--- config.mk ---
export PLATFORM = sky130hd
export DESIGN_NAME = door_drive_limit_switch_fsm_core
export DESIGN_NICKNAME = d
export VERILOG_FILES = /design/src/rtl/ddlsf_pkg.sv /design/src/rtl/door_drive_limit_switch_fsm_core.sv
export SDC_FILE = /design/constraint.sdc
export NUM_CORES = 1
export LEC_CHECK = 0
export ABC_AREA = 1
export BUFFER_PORTS_ARGS = -buffer_cell sky130_fd_sc_hd__buf_2
export CAP_MARGIN = 20
export CORE_UTILIZATION = 31
export DETAILED_ROUTE_END_ITERATION = 10
export PLACE_DENSITY = 0.61
export SKIP_LAST_GASP = 1
export SYNTH_ARGS = -nofsm -noshare
export SYNTH_HDL_FRONTEND = slang
export SYNTH_SLANG_ARGS = --single-unit
--- constraint.sdc ---
create_clock -name clk -period 6.6 [get_ports clk]
set_input_delay 0.66 -clock clk [delete_from_list [all_inputs] [get_ports clk]]
set_output_delay 0.66 -clock clk [all_outputs]
set_load 0.02 [all_outputs]
--- src/rtl/ddlsf_pkg.sv ---
// ----------------------------------------------------------------------------
// ddlsf_pkg: shared definitions for the door drive limit-switch mode machine
// Mode codes, field widths, register map and register reset values.
// ----------------------------------------------------------------------------
`default_nettype none

package ddlsf_pkg;

  // door mode vector
  localparam int MODE_BITS = 4;
  typedef logic [MODE_BITS-1:0] mode_t;

  localparam mode_t M_INIT    = 4'd0;
  localparam mode_t M_UNKNOWN = 4'd1;
  localparam mode_t M_CLOSED  = 4'd2;
  localparam mode_t M_NEG     = 4'd3;
  localparam mode_t M_ACCNEG  = 4'd4;
  localparam mode_t M_DECNEG  = 4'd5;
  localparam mode_t M_OPEN    = 4'd6;
  localparam mode_t M_POS     = 4'd7;
  localparam mode_t M_ACCPOS  = 4'd8;
  localparam mode_t M_DECPOS  = 4'd9;

  // switch levels, switch_one in bit 0 up to switch_four in bit 3
  localparam int SW_BITS = 4;
  typedef logic [SW_BITS-1:0] sw_t;

  // input transfer: four switches and the direction bit, padded to a byte
  localparam int IN_BITS = 8;

  // speed magnitude registers
  localparam int MAG_BITS = 15;
  typedef logic [MAG_BITS-1:0] mag_t;

  localparam mag_t SLOW_RESET = 15'd250;
  localparam mag_t FAST_RESET = 15'd800;

  // register index, taken from paddr[2]
  localparam logic REG_SLOW = 1'b0;
  localparam logic REG_FAST = 1'b1;

endpackage

`default_nettype wire

--- src/rtl/door_drive_limit_switch_fsm_core.sv ---
// ----------------------------------------------------------------------------
// door_drive_limit_switch_fsm_core: door drive limit-switch mode machine
// Tracks the door position from switch toggles and issues the drive speed.
// ----------------------------------------------------------------------------
// The mode/speed feedback loop is a single registered step, so one scan is
// taken per clock while s_tready is high. The mode, previous switch levels
// and speed update at the edge that takes the scan; its result (speed and
// mode) goes at that edge into the result register, or into the skid
// register while a result waits; the output stage is two-deep (result and
// skid register). Speed magnitudes come from two APB registers (slow at 0x0,
// fast at 0x4) and saturate to the largest positive SPEED_BITS value.
`default_nettype none

module door_drive_limit_switch_fsm_core
  import ddlsf_pkg::*;
#(
  parameter int SPEED_BITS = 16
) (
  input  wire logic        clk,
  input  wire logic        rst,
  // scan input; tdata: switch_one, switch_two, switch_three, switch_four,
  // move_dir, then zero padding
  input  wire logic                 s_tvalid,
  output      logic                 s_tready,
  input  wire logic [IN_BITS-1:0]   s_tdata,
  // result output; tdata: drive_speed (SPEED_BITS, signed), door_mode (4),
  // then zero padding
  output      logic                 m_tvalid,
  input  wire logic                 m_tready,
  output      logic [((SPEED_BITS+MODE_BITS+7)/8)*8-1:0] m_tdata,
  // configuration port
  input  wire logic        psel,
  input  wire logic        penable,
  input  wire logic        pwrite,
  input  wire logic [2:0]  paddr,
  input  wire logic [31:0] pwdata,
  output      logic [31:0] prdata,
  output      logic        pready
);

  localparam int OUT_BITS = ((SPEED_BITS + MODE_BITS + 7) / 8) * 8;
  localparam logic [31:0] MAXPOS = (32'd1 << (SPEED_BITS - 1)) - 32'd1;

  typedef logic signed [SPEED_BITS-1:0] speed_t;

  // configuration registers
  mag_t slow_speed;
  mag_t fast_speed;

  // mode state
  mode_t  mode;
  mode_t  mode_next;
  sw_t    prev_switches;
  speed_t speed;
  speed_t speed_next;

  // output stage
  logic    out_valid;
  mode_t   out_mode;
  speed_t  out_speed;
  logic    skid_valid;
  mode_t   skid_mode;
  speed_t  skid_speed;

  logic    accept;
  logic    pop;
  sw_t     sw;
  sw_t     tog;
  logic    open_dir;
  speed_t  slow_pos;
  speed_t  slow_neg;
  speed_t  fast_pos;
  speed_t  fast_neg;

  // saturate a 15-bit magnitude to the positive range of the speed word
  function automatic speed_t sat_mag(input mag_t mag);
    logic [31:0] m32;
    logic [31:0] s32;
    m32 = {17'd0, mag};
    s32 = (m32 > MAXPOS) ? MAXPOS : m32;
    return speed_t'(s32[SPEED_BITS-1:0]);
  endfunction

  // APB register access
  assign pready = 1'b1;

  always_ff @(posedge clk) begin
    if (rst) begin
      slow_speed <= SLOW_RESET;
      fast_speed <= FAST_RESET;
    end else if (psel && penable && pwrite && pready) begin
      unique case (paddr[2])
        REG_SLOW: slow_speed <= pwdata[MAG_BITS-1:0];
        REG_FAST: fast_speed <= pwdata[MAG_BITS-1:0];
        default:  ;
      endcase
    end
  end

  always_comb begin
    unique case (paddr[2])
      REG_SLOW: prdata = {17'd0, slow_speed};
      REG_FAST: prdata = {17'd0, fast_speed};
      default:  prdata = 32'd0;
    endcase
  end

  // scan decode and signed speed values
  assign sw       = s_tdata[SW_BITS-1:0];
  assign open_dir = s_tdata[SW_BITS];
  assign tog      = sw ^ prev_switches;

  assign slow_pos = sat_mag(slow_speed);
  assign fast_pos = sat_mag(fast_speed);
  assign slow_neg = -slow_pos;
  assign fast_neg = -fast_pos;

  // next mode and speed; later checks override earlier ones
  always_comb begin
    mode_next  = mode;
    speed_next = speed;
    unique case (mode)
      M_INIT: begin
        if (sw == '0) mode_next = M_UNKNOWN;
      end
      M_UNKNOWN: begin
        if (!open_dir && tog[0]) mode_next = M_CLOSED;
        if (open_dir  && tog[0]) mode_next = M_NEG;
        if (open_dir  && tog[1]) mode_next = M_ACCNEG;
        if (open_dir  && tog[2]) mode_next = M_DECNEG;
        if (open_dir  && tog[3]) mode_next = M_OPEN;
        if (!open_dir && tog[3]) mode_next = M_POS;
        if (!open_dir && tog[2]) mode_next = M_ACCPOS;
        if (!open_dir && tog[1]) mode_next = M_DECPOS;
      end
      M_CLOSED: begin
        speed_next = '0;
        if (open_dir) mode_next = M_NEG;
      end
      M_NEG: begin
        speed_next = slow_neg;
        if (open_dir && tog[1]) mode_next = M_ACCNEG;
        if (!open_dir)          mode_next = M_DECPOS;
      end
      M_ACCNEG: begin
        speed_next = fast_neg;
        if (open_dir && tog[2]) mode_next = M_DECNEG;
        if (!open_dir)          mode_next = M_ACCPOS;
      end
      M_DECNEG: begin
        speed_next = slow_neg;
        if (open_dir && tog[3]) mode_next = M_OPEN;
        if (!open_dir)          mode_next = M_POS;
      end
      M_OPEN: begin
        speed_next = '0;
        if (!open_dir) mode_next = M_POS;
      end
      M_POS: begin
        speed_next = slow_pos;
        if (!open_dir && tog[2]) mode_next = M_ACCPOS;
        if (open_dir)            mode_next = M_DECNEG;
      end
      M_ACCPOS: begin
        speed_next = fast_pos;
        if (!open_dir && tog[1]) mode_next = M_DECPOS;
        if (open_dir)            mode_next = M_ACCNEG;
      end
      M_DECPOS: begin
        speed_next = slow_pos;
        if (!open_dir && tog[0]) mode_next = M_CLOSED;
        if (open_dir)            mode_next = M_NEG;
      end
      default: ;
    endcase
  end

  // handshakes
  assign s_tready = !skid_valid;
  assign accept   = s_tvalid && s_tready;
  assign pop      = m_tvalid && m_tready;

  // state update on every accepted scan
  always_ff @(posedge clk) begin
    if (rst) begin
      mode          <= M_INIT;
      prev_switches <= '0;
      speed         <= '0;
    end else if (accept) begin
      mode          <= mode_next;
      prev_switches <= sw;
      speed         <= speed_next;
    end
  end

  // output register and skid register
  always_ff @(posedge clk) begin
    if (rst) begin
      out_valid  <= 1'b0;
      skid_valid <= 1'b0;
    end else if (skid_valid) begin
      if (pop) begin
        out_valid  <= 1'b1;
        skid_valid <= 1'b0;
      end
    end else if (accept) begin
      if (!out_valid || pop) begin
        out_valid <= 1'b1;
      end else begin
        skid_valid <= 1'b1;
      end
    end else if (pop) begin
      out_valid <= 1'b0;
    end
  end

  always_ff @(posedge clk) begin
    if (skid_valid) begin
      if (pop) begin
        out_mode  <= skid_mode;
        out_speed <= skid_speed;
      end
    end else if (accept) begin
      if (!out_valid || pop) begin
        out_mode  <= mode_next;
        out_speed <= speed_next;
      end else begin
        skid_mode  <= mode_next;
        skid_speed <= speed_next;
      end
    end
  end

  assign m_tvalid = out_valid;
  assign m_tdata  = OUT_BITS'({out_mode, out_speed});

  // checks
  a_skid_needs_out: assert property (@(posedge clk) disable iff (rst)
    skid_valid |-> out_valid)
    else $error("skid register full while result register empty");

  a_mode_range: assert property (@(posedge clk) disable iff (rst)
    mode <= M_DECPOS)
    else $error("door mode beyond last code");

  a_end_stop: assert property (@(posedge clk) disable iff (rst)
    (accept && (mode == M_CLOSED || mode == M_OPEN)) |=> (speed == '0))
    else $error("speed not zero after a scan at an end position");

  a_init_exit: assert property (@(posedge clk) disable iff (rst)
    (accept && mode == M_INIT) |=> (mode == M_INIT || mode == M_UNKNOWN))
    else $error("init left for a mode other than unknown");

endmodule

`default_nettype wire
* After elaboration in Yosys (flattened, before gate mapping) *
Cells that the tools add are included.

cells by class
  add/subtract/negate cells = 2
  equality and inequality tests = 11
  muxes and demuxes = 42
  bitwise operators = 4
  reductions and logical operators = 29

operators with widths
  operator                                              count
  two-way mux 4 bit                                     26
  one-hot mux 16 bit (5 select lines)                   1
  two-way mux 16 bit                                    4
  one-hot mux 32 bit (2 select lines)                   1
  one-hot mux 4 bit (10 select lines)                   1
  negator 15 -> 16 bit                                  2
  equality test 4 x 3 -> 1 bit (second input constant)  4
  logical AND 1 bit                                     12
  two-way mux 1 bit                                     9
  AND reduction 3 bit                                   3
  equality test 4 x 2 -> 1 bit (second input constant)  2
  equality test 4 bit (second input constant)           2
  logical NOT 4 bit                                     2
  nonzero test 2 bit                                    3
  OR reduction 2 bit                                    3
  equality test 4 x 1 -> 1 bit (second input constant)  1
  AND reduction 2 bit                                   2
  XOR 4 bit                                             1
  logical NOT 1 bit                                     3
  != test 3 x 2 -> 1 bit (second input constant)        1
  NOT 1 bit                                             3
  != test 2 x 1 -> 1 bit (second input constant)        1
  logical OR 1 bit                                      1

storage, ports and cells
  register bits = 96
  bits of input ports = 50
  output and inout bits = 59

* Logic depth before layout (Yosys ltp) *
Gate-level depths: netlist of run 1.

  word-level depth = 14
  depth in mapped cells = 13
  mapped depth without buffers = 12

* Least setup slack after synthesis of run 1 *
OpenSTA, ideal clock, no wires.

  path type = input -> register
  start point = input port s_tvalid
  end point = register out_mode[0], enable pin
  data arrival time = 2,327 ps
  path slack = 3,842 ps
  stages = 2
  path buffers = 0
  cells stage by stage = nor2_1 -> a211oi_1

between the ends
  cells in the longest elaborated chain, start to end = 3

RTL lines
  element                        RTL line                                 source
  start, declared                door_drive_limit_switch_fsm_core.sv:23   input wire logic s_tvalid,
  logical AND 1 bit              door_drive_limit_switch_fsm_core.sv:180  assign accept = s_tvalid && s_tready;
  nonzero test 2 bit (no line)   --
  AND reduction 3 bit (no line)  --
  end signal, assigned           door_drive_limit_switch_fsm_core.sv:220  out_mode <= skid_mode;
  end signal, assigned           door_drive_limit_switch_fsm_core.sv:225  out_mode <= mode_next;
  end, declared                  door_drive_limit_switch_fsm_core.sv:59   mode_t out_mode;

Every way passes these cells.
A chain may end at the register's enable or synchronous reset.

* Final worst setup path of run 1 *
  start point = register skid_valid
  end point = register speed[11]

between the ends
  cells in the longest elaborated chain, start to end = 2

RTL lines
  element                 RTL line                                 source
  start, declared         door_drive_limit_switch_fsm_core.sv:61   logic skid_valid;
  start signal, assigned  door_drive_limit_switch_fsm_core.sv:200  skid_valid <= 1'b0;
  start signal, assigned  door_drive_limit_switch_fsm_core.sv:204  skid_valid <= 1'b0;
  start signal, assigned  door_drive_limit_switch_fsm_core.sv:210  skid_valid <= 1'b1;
  logical NOT 1 bit       door_drive_limit_switch_fsm_core.sv:179  assign s_tready = !skid_valid;
  logical AND 1 bit       door_drive_limit_switch_fsm_core.sv:180
  end signal, assigned    door_drive_limit_switch_fsm_core.sv:192  speed <= speed_next;
  end, declared           door_drive_limit_switch_fsm_core.sv:54   speed_t speed;

Every way passes these cells.

==> results.sh, run 1 <==
export IMPL_hold_viol=0
export IMPL_synth_edf_count=40
export IMPL_setup_viol=0
export IMPL_cp_max_fo=28
export IMPL_fmax_ghz=0.275
export IMPL_place_inst=1056
export IMPL_ir_worst_vdd_uv=144
export IMPL_fin_skew_ns=0.0103
export IMPL_cap_violations=0
export IMPL_drtIter0Drc=353
export IMPL_p_switching_mw=0.491
export IMPL_post_dp_cell_area_sq_um=5980
export IMPL_drt_antenna_violating_nets=0
export IMPL_grt_pass1_wl_um=23000
export IMPL_yosys_warnings=0
export IMPL_grtUsageTotal_pct=15.9
export IMPL_grt_start_max_net_pins=38
export IMPL_multi_input_area_sq_um=2690
export IMPL_required_ns=6.83
export IMPL_pwr_share_seq_pct=45.9
export IMPL_outcome="complete, no violations"
export IMPL_coreArea_sq_um=17400
export IMPL_wl_um=13900
export IMPL_synth_seq_cells=96
export IMPL_end_kind="flop"
export IMPL_rows=48
export IMPL_hold_worst_slack_ns=0.478
export IMPL_p_leak_nw=2.84
export IMPL_cts_num_sinks=96
export IMPL_slew_headroom_pct=43.4
export IMPL_drc=0
export IMPL_synth_distinct_cells=38
export IMPL_cts_tree="built"
export IMPL_fin_crit_sh_pct=55.1
export IMPL_die_w_um=136
export IMPL_ys_seq_area_share_pct=41.7
export IMPL_vias=5029
export IMPL_fillers=1881
export IMPL_clkSlewWorstSetupHoldPaths_ns=0.07
export IMPL_cts_htree_levels=3
export IMPL_viasPerCell=4.69
export IMPL_syn_area_per_cell_sq_um=7.03
export IMPL_pwr_share_comb_pct=20.7
export IMPL_die_area_sq_um=18500
export IMPL_antenna_cells=0
export IMPL_port_buffers=64
export IMPL_dpl_hpwl_um=10400
export IMPL_netlist_area_sq_um=5570
export IMPL_p_sw_share_pct=32.1
export IMPL_synthArstFlopShare_pct=0
export IMPL_rsz0062_at_grt="no"
export IMPL_start_kind="flop"
export IMPL_fin_tns_setup_ns=0
export IMPL_cts_root_buf="clkbuf_16"
export IMPL_max_stage_delay_ns=0.88
export IMPL_postCtsSetupBuffers=0
export IMPL_cp_arrival_ns=3.87
export IMPL_die_h_um=136
export IMPL_finalPower_mw=1.53
export IMPL_gr_total_overflow=0
export IMPL_clock_latency_ns=0.36
export IMPL_hp_class="reg2reg"
export IMPL_layout_drive_gt1_share_pct=15.1
export IMPL_cts_buffer_depth=2
export IMPL_fin_ws_ns=2.96
export IMPL_start_util_pct=32.0
export IMPL_fin_area_sq_um=6270
export IMPL_final_nets=895
export IMPL_synth_flop_cell="dfxtp_1"
export IMPL_period_needed_ns=3.64
export IMPL_antenna_found_initial=0
export IMPL_grt_pass1_vias=4500
export IMPL_avgRoutedWirePerCell_um=13.0
export IMPL_post_cts_resized=0
export IMPL_hold_buffers=0
export IMPL_powerDensity_nw_per_um2=244
export IMPL_gp_congestion=0.904
export IMPL_path_cells="inv_1 -> nand2_1 -> clkinv_1 -> o21ai_0 -> a21oi_2"
export IMPL_cp_num_buf_inv=2
export IMPL_fin_util_pct=36.0
export IMPL_firstDrtPassIters=5
export IMPL_maxSlewViolCount=0
export IMPL_dp_slack_ns=2.92
export IMPL_final_cells=1073
export IMPL_slowest_stage="dfxtp_1"
export IMPL_worst_pin_slew_ns=0.847
export IMPL_seq_area_sq_um=2320
export IMPL_cp_top_family="buffers and inverters"
export IMPL_critPathKind="reg2reg"
export IMPL_netlist_instances=793
export IMPL_p_int_mw=1.04
export IMPL_io_pins=109
export IMPL_p_clk_share_pct=33.5
export IMPL_syn_to_final_growth_pct=12.5
export IMPL_cts_inserted_buffers=9
==> cells by family (layout without fill, tap and decap cells) <==
group	count (synthesis)	count (layout)	synth area share, %
simple gates	400	400	31.3
compound gates	153	153	14.7
buf+inv	140	175	11.7
flops	96	96	41.7
fa+ha+maj	2	2	0.449
other cells	2	22	0.135
==> worst register-to-register path: stages (launching register included) <==
cell      delay, ns
dfxtp_1        0.88
inv_1          0.51
nand2_1        0.76
clkinv_1       0.85
o21ai_0        0.47
a21oi_2        0.05
==> layout make-up <==
type | count | share of cell area [%]
clock buffer | 11 | 3.87
clock inverter | 5 | 0.618
inverter | 91 | 5.48
multi-input combinational | 577 | 42.8
sequential | 96 | 37.0
tap | 225 | 4.49
timing repair buffer | 68 | 5.70
==> cell usage after synthesis, types with 16 or more instances <==
master | number | area share, %
nand2_1 | 176 | 12
nor2_1 | 110 | 7.4
inv_1 | 84 | 5.7
o21ai_0 | 82 | 7.4
nand3_1 | 70 | 6.3
dfxtp_1 | 56 | 20
a21oi_1 | 43 | 3.9
edfxtp_1 | 40 | 22
buf_4 | 22 | 3.0
clkbuf_1 | 18 | 1.2
nand2_2 | 16 | 1.8
==> power groups by stage <==
stage	logic, mW	registers (mW)	clock network (mW)
finish	0.316	0.703	0.513
floorplan	0.222	0.735	0
global placement	0.312	0.715	0
global route	0.356	0.707	0.550
detailed placement	0.316	0.715	0
CTS	0.316	0.702	0.526
==> metal layers <==
metal	wire (um)	track usage, %
met5	0	0
met1	7270	23.4
met2	5610	22.9
met3	886	3.77
met4	175	4.51
==> registers in the layout (all words and copies together) (netlist names) <==
signal,cells
fast_speed,15
m_tvalid,1
mode,4
out_mode,4
out_speed,16
prev_switches,4
skid_mode,4
skid_speed,16
skid_valid,1
slow_speed,15
speed,16
==> worst paths after layout <==
kind / start / end / slack (ns) / cells past startpoint
hold reg to reg: prev_switches[3] / prev_switches[3] / 0.48 / 2
setup / recovery: skid_valid / speed[11] / 2.96 / 5
hold / removal: prev_switches[3] / prev_switches[3] / 0.48 / 2
setup reg to reg: skid_valid / speed[11] / 2.96 / 5
==> cells in the final DEF, fill, tap and decap left out, types with 2 or more instances in the layout <==
| cell | count |
|---|---|
| a21oi_1 | 43 |
| a21oi_2 | 3 |
| a22oi_1 | 8 |
| a31oi_1 | 5 |
| buf_2 | 64 |
| buf_4 | 3 |
| clkbuf_16 | 9 |
| conb_1 | 22 |
| dfxtp_1 | 56 |
| edfxtp_1 | 40 |
| ha_1 | 2 |
| inv_1 | 84 |
| inv_2 | 5 |
| inv_6 | 3 |
| nand2_1 | 176 |
| nand2_2 | 16 |
| nand3_1 | 70 |
| nand3_2 | 2 |
| nand3b_1 | 5 |
| nand4_1 | 3 |
| nand4_4 | 2 |
| nor2_1 | 110 |
| nor2_2 | 8 |
| nor3_1 | 4 |
| o21ai_0 | 82 |
| o21ai_1 | 5 |
| o21ai_2 | 3 |
| o22ai_1 | 2 |
Power figures use the tool's default switching activity.
==> run 2: changes to the inputs <==
Clock period 6.6 ns to 3.8 ns, I/O delays scaled along.
==> run 2 against run 1 <==
Count of clock-buffer cells in the layout fell by 2. Cell count grew 0.19%. Combinational power up 75%. First-iteration DRC count fell by 20%. Core utilization is 0.42 points higher. Sequential cell count is the same. Critical path depth stayed put. Global-route usage is 0.31 points higher. Cell area increased by 1.2%. Sequential share of layout area decreased by 0.43 points. Largest cell class unchanged. Largest power group unchanged.
==> results.sh, run 2 (synthesis results as in run 1) <==
export IMPL_outcome="complete, no violations"
export IMPL_ff2ff_path_depth=5
export IMPL_slew_headroom_pct=47.2
export IMPL_cp_num_buf_inv=2
export IMPL_fin_tns_setup_ns=0
export IMPL_cts_root_buf="clkbuf_16"
export IMPL_hold_start="pwdata[8]"
export IMPL_antenna_found_initial=0
export IMPL_end_kind="flop"
export IMPL_slowest_stage="clkinv_1"
export IMPL_coreArea_sq_um=17400
export IMPL_wl_um=14100
export IMPL_cts_num_sinks=96
export IMPL_critPathKind="reg2reg"
export IMPL_wl_met2_um=5730
export IMPL_cap_violations=0
export IMPL_grt_pass1_wl_um=23400
export IMPL_die_area_sq_um=18500
export IMPL_dpl_hpwl_um=10600
export IMPL_period_needed_ns=2.74
export IMPL_maxSlewViolCount=0
export IMPL_clkSlewWorstSetupHoldPaths_ns=0.08
export IMPL_ir_worst_vdd_uv=235
export IMPL_fin_skew_ns=0.00949
export IMPL_post_cts_resized=0
export IMPL_final_cells=1075
export IMPL_firstDrtPassIters=4
export IMPL_grt_pass1_vias=4515
export IMPL_path_cells="inv_1 -> nand2_1 -> clkinv_1 -> o21ai_0 -> nor2_2"
export IMPL_cts_tree="built"
export IMPL_p_leak_nw=2.87
export IMPL_drt_antenna_violating_nets=0
export IMPL_setup_viol=0
export IMPL_timing_rr_end="speed[9]"
export IMPL_die_w_um=136
export IMPL_met3_length_um=718
export IMPL_die_h_um=136
export IMPL_cp_max_fo=28
export IMPL_vias=5056
export IMPL_min_to="fast_speed[8]"
export IMPL_drc=0
export IMPL_clock_latency_ns=0.36
export IMPL_final_common_cell="nand2_1"
export IMPL_hp_class="in2reg"
export IMPL_hold_viol=0
export IMPL_start_util_pct=32.0
export IMPL_place_inst=1058
export IMPL_gr_total_overflow=0
export IMPL_layout_drive_gt1_share_pct=15.4
export IMPL_most_common_layout_cells="nand2_1, nor2_1, inv_1"
export IMPL_cp_top_family="buffers and inverters"
export IMPL_wl_met1_um=7500
export IMPL_worst_pin_slew_ns=0.790
export IMPL_r2r_start="skid_valid"
export IMPL_io_pins=109
export IMPL_fillers=1905
export IMPL_start_kind="flop"
export IMPL_required_ns=4.05
export IMPL_syn_to_final_growth_pct=13.9
export IMPL_reg2reg_slack_ns=1.06
export IMPL_routed_top_layer="met4"
export IMPL_final_nets=897
export IMPL_rows=48
export IMPL_cts_inserted_buffers=9
export IMPL_fmax_ghz=0.364
export IMPL_fin_crit_sh_pct=72.2
export IMPL_cts_htree_levels=3
export IMPL_gp_congestion=0.886
export IMPL_hold_buffers=0
export IMPL_postCtsSetupBuffers=0
export IMPL_powerDensity_nw_per_um2=442
export IMPL_viasPerCell=4.70
export IMPL_grt_start_max_net_pins=38
export IMPL_cp_arrival_ns=3.00
export IMPL_reg_largest_list="out_speed x16, skid_speed x16, speed x16"
export IMPL_cts_buffer_depth=2
export IMPL_avgRoutedWirePerCell_um=13.2
export IMPL_rsz0062_at_grt="no"
export IMPL_port_buffers=64
export IMPL_grtUsageTotal_pct=16.2
export IMPL_antenna_cells=0
export IMPL_drtIter0Drc=283
export IMPL_max_stage_delay_ns=0.85
export IMPL_whs_path_depth=3
## run 2: cell types whose count changed in the layout (fill, tap and decap cells not counted)
cell       before  now
clkinv_4        0    1
buf_4           3    5
clkbuf_1        1    0
inv_8           0    2
inv_6           3    0
clkbuf_8        1    0
clkinv_2        1    0
bufinv_16       0    2
clkinv_8        0    1
## run 2: layer usage
metal	track usage (%)	up-vias
li1	-	2649
met1	24.0	2246
met2	23.6	149
met3	2.91	12
met4	4.94	0
met5	0	-
## run 2: worst reg2reg max path, stage by stage, from the launching register on
cell and delay (ns):
dfxtp_1 0.33, inv_1 0.23, nand2_1 0.68, clkinv_1 0.85, o21ai_0 0.48, nor2_2 0.06
## run 2: area by class of cell
type | count | area, sq um | area share, %
clock inverter | 7 | 115 | 1.81
multi-input combinational | 577 | 2690 | 42.3
clock buffer | 9 | 225 | 3.55
inverter | 91 | 344 | 5.42
tap | 225 | 282 | 4.44
sequential | 96 | 2320 | 36.6
timing repair buffer | 70 | 373 | 5.87
## run 2: through the flow
stage          util (%)  instance area, sq um  setup WS [ns]  power (mW)  hold slack, ns
4_1_cts            36.4                  6330           1.01        2.83           0.235
6_report           36.4                  6350           1.06        2.81           0.244
3_5_place_dp       34.4                  5990           1.02        1.79           0.470
5_1_grt            36.4                  6350          0.653        2.95           0.247
2_1_floorplan         -                  5650           1.17        1.66           0.444
3_3_place_gp       34.4                  5990           1.08        1.79           0.459
## run 2: worst max path at each step
| stage | startpoint | end | cells past startpoint |
|---|---|---|---|
| 6_report | skid_valid | speed[9] | 5 |
| 5_1_grt | skid_valid | speed[1] | 7 |
| 4_1_cts | skid_valid | speed[9] | 5 |
| 3_5_place_dp | skid_valid | speed[11] | 5 |
| 3_3_place_gp | skid_valid | speed[9] | 5 |
| 2_1_floorplan | skid_valid | out_mode[0] | 3 |
## run 2: power by group
part	total, mW	switching, mW	internal (mW)	leakage (nW)
combinational	0.553	0.388	0.166	1.86
sequential	1.22	0.0422	1.17	0.845
clock	1.04	0.444	0.593	0.162
total	2.81	0.874	1.93	2.87
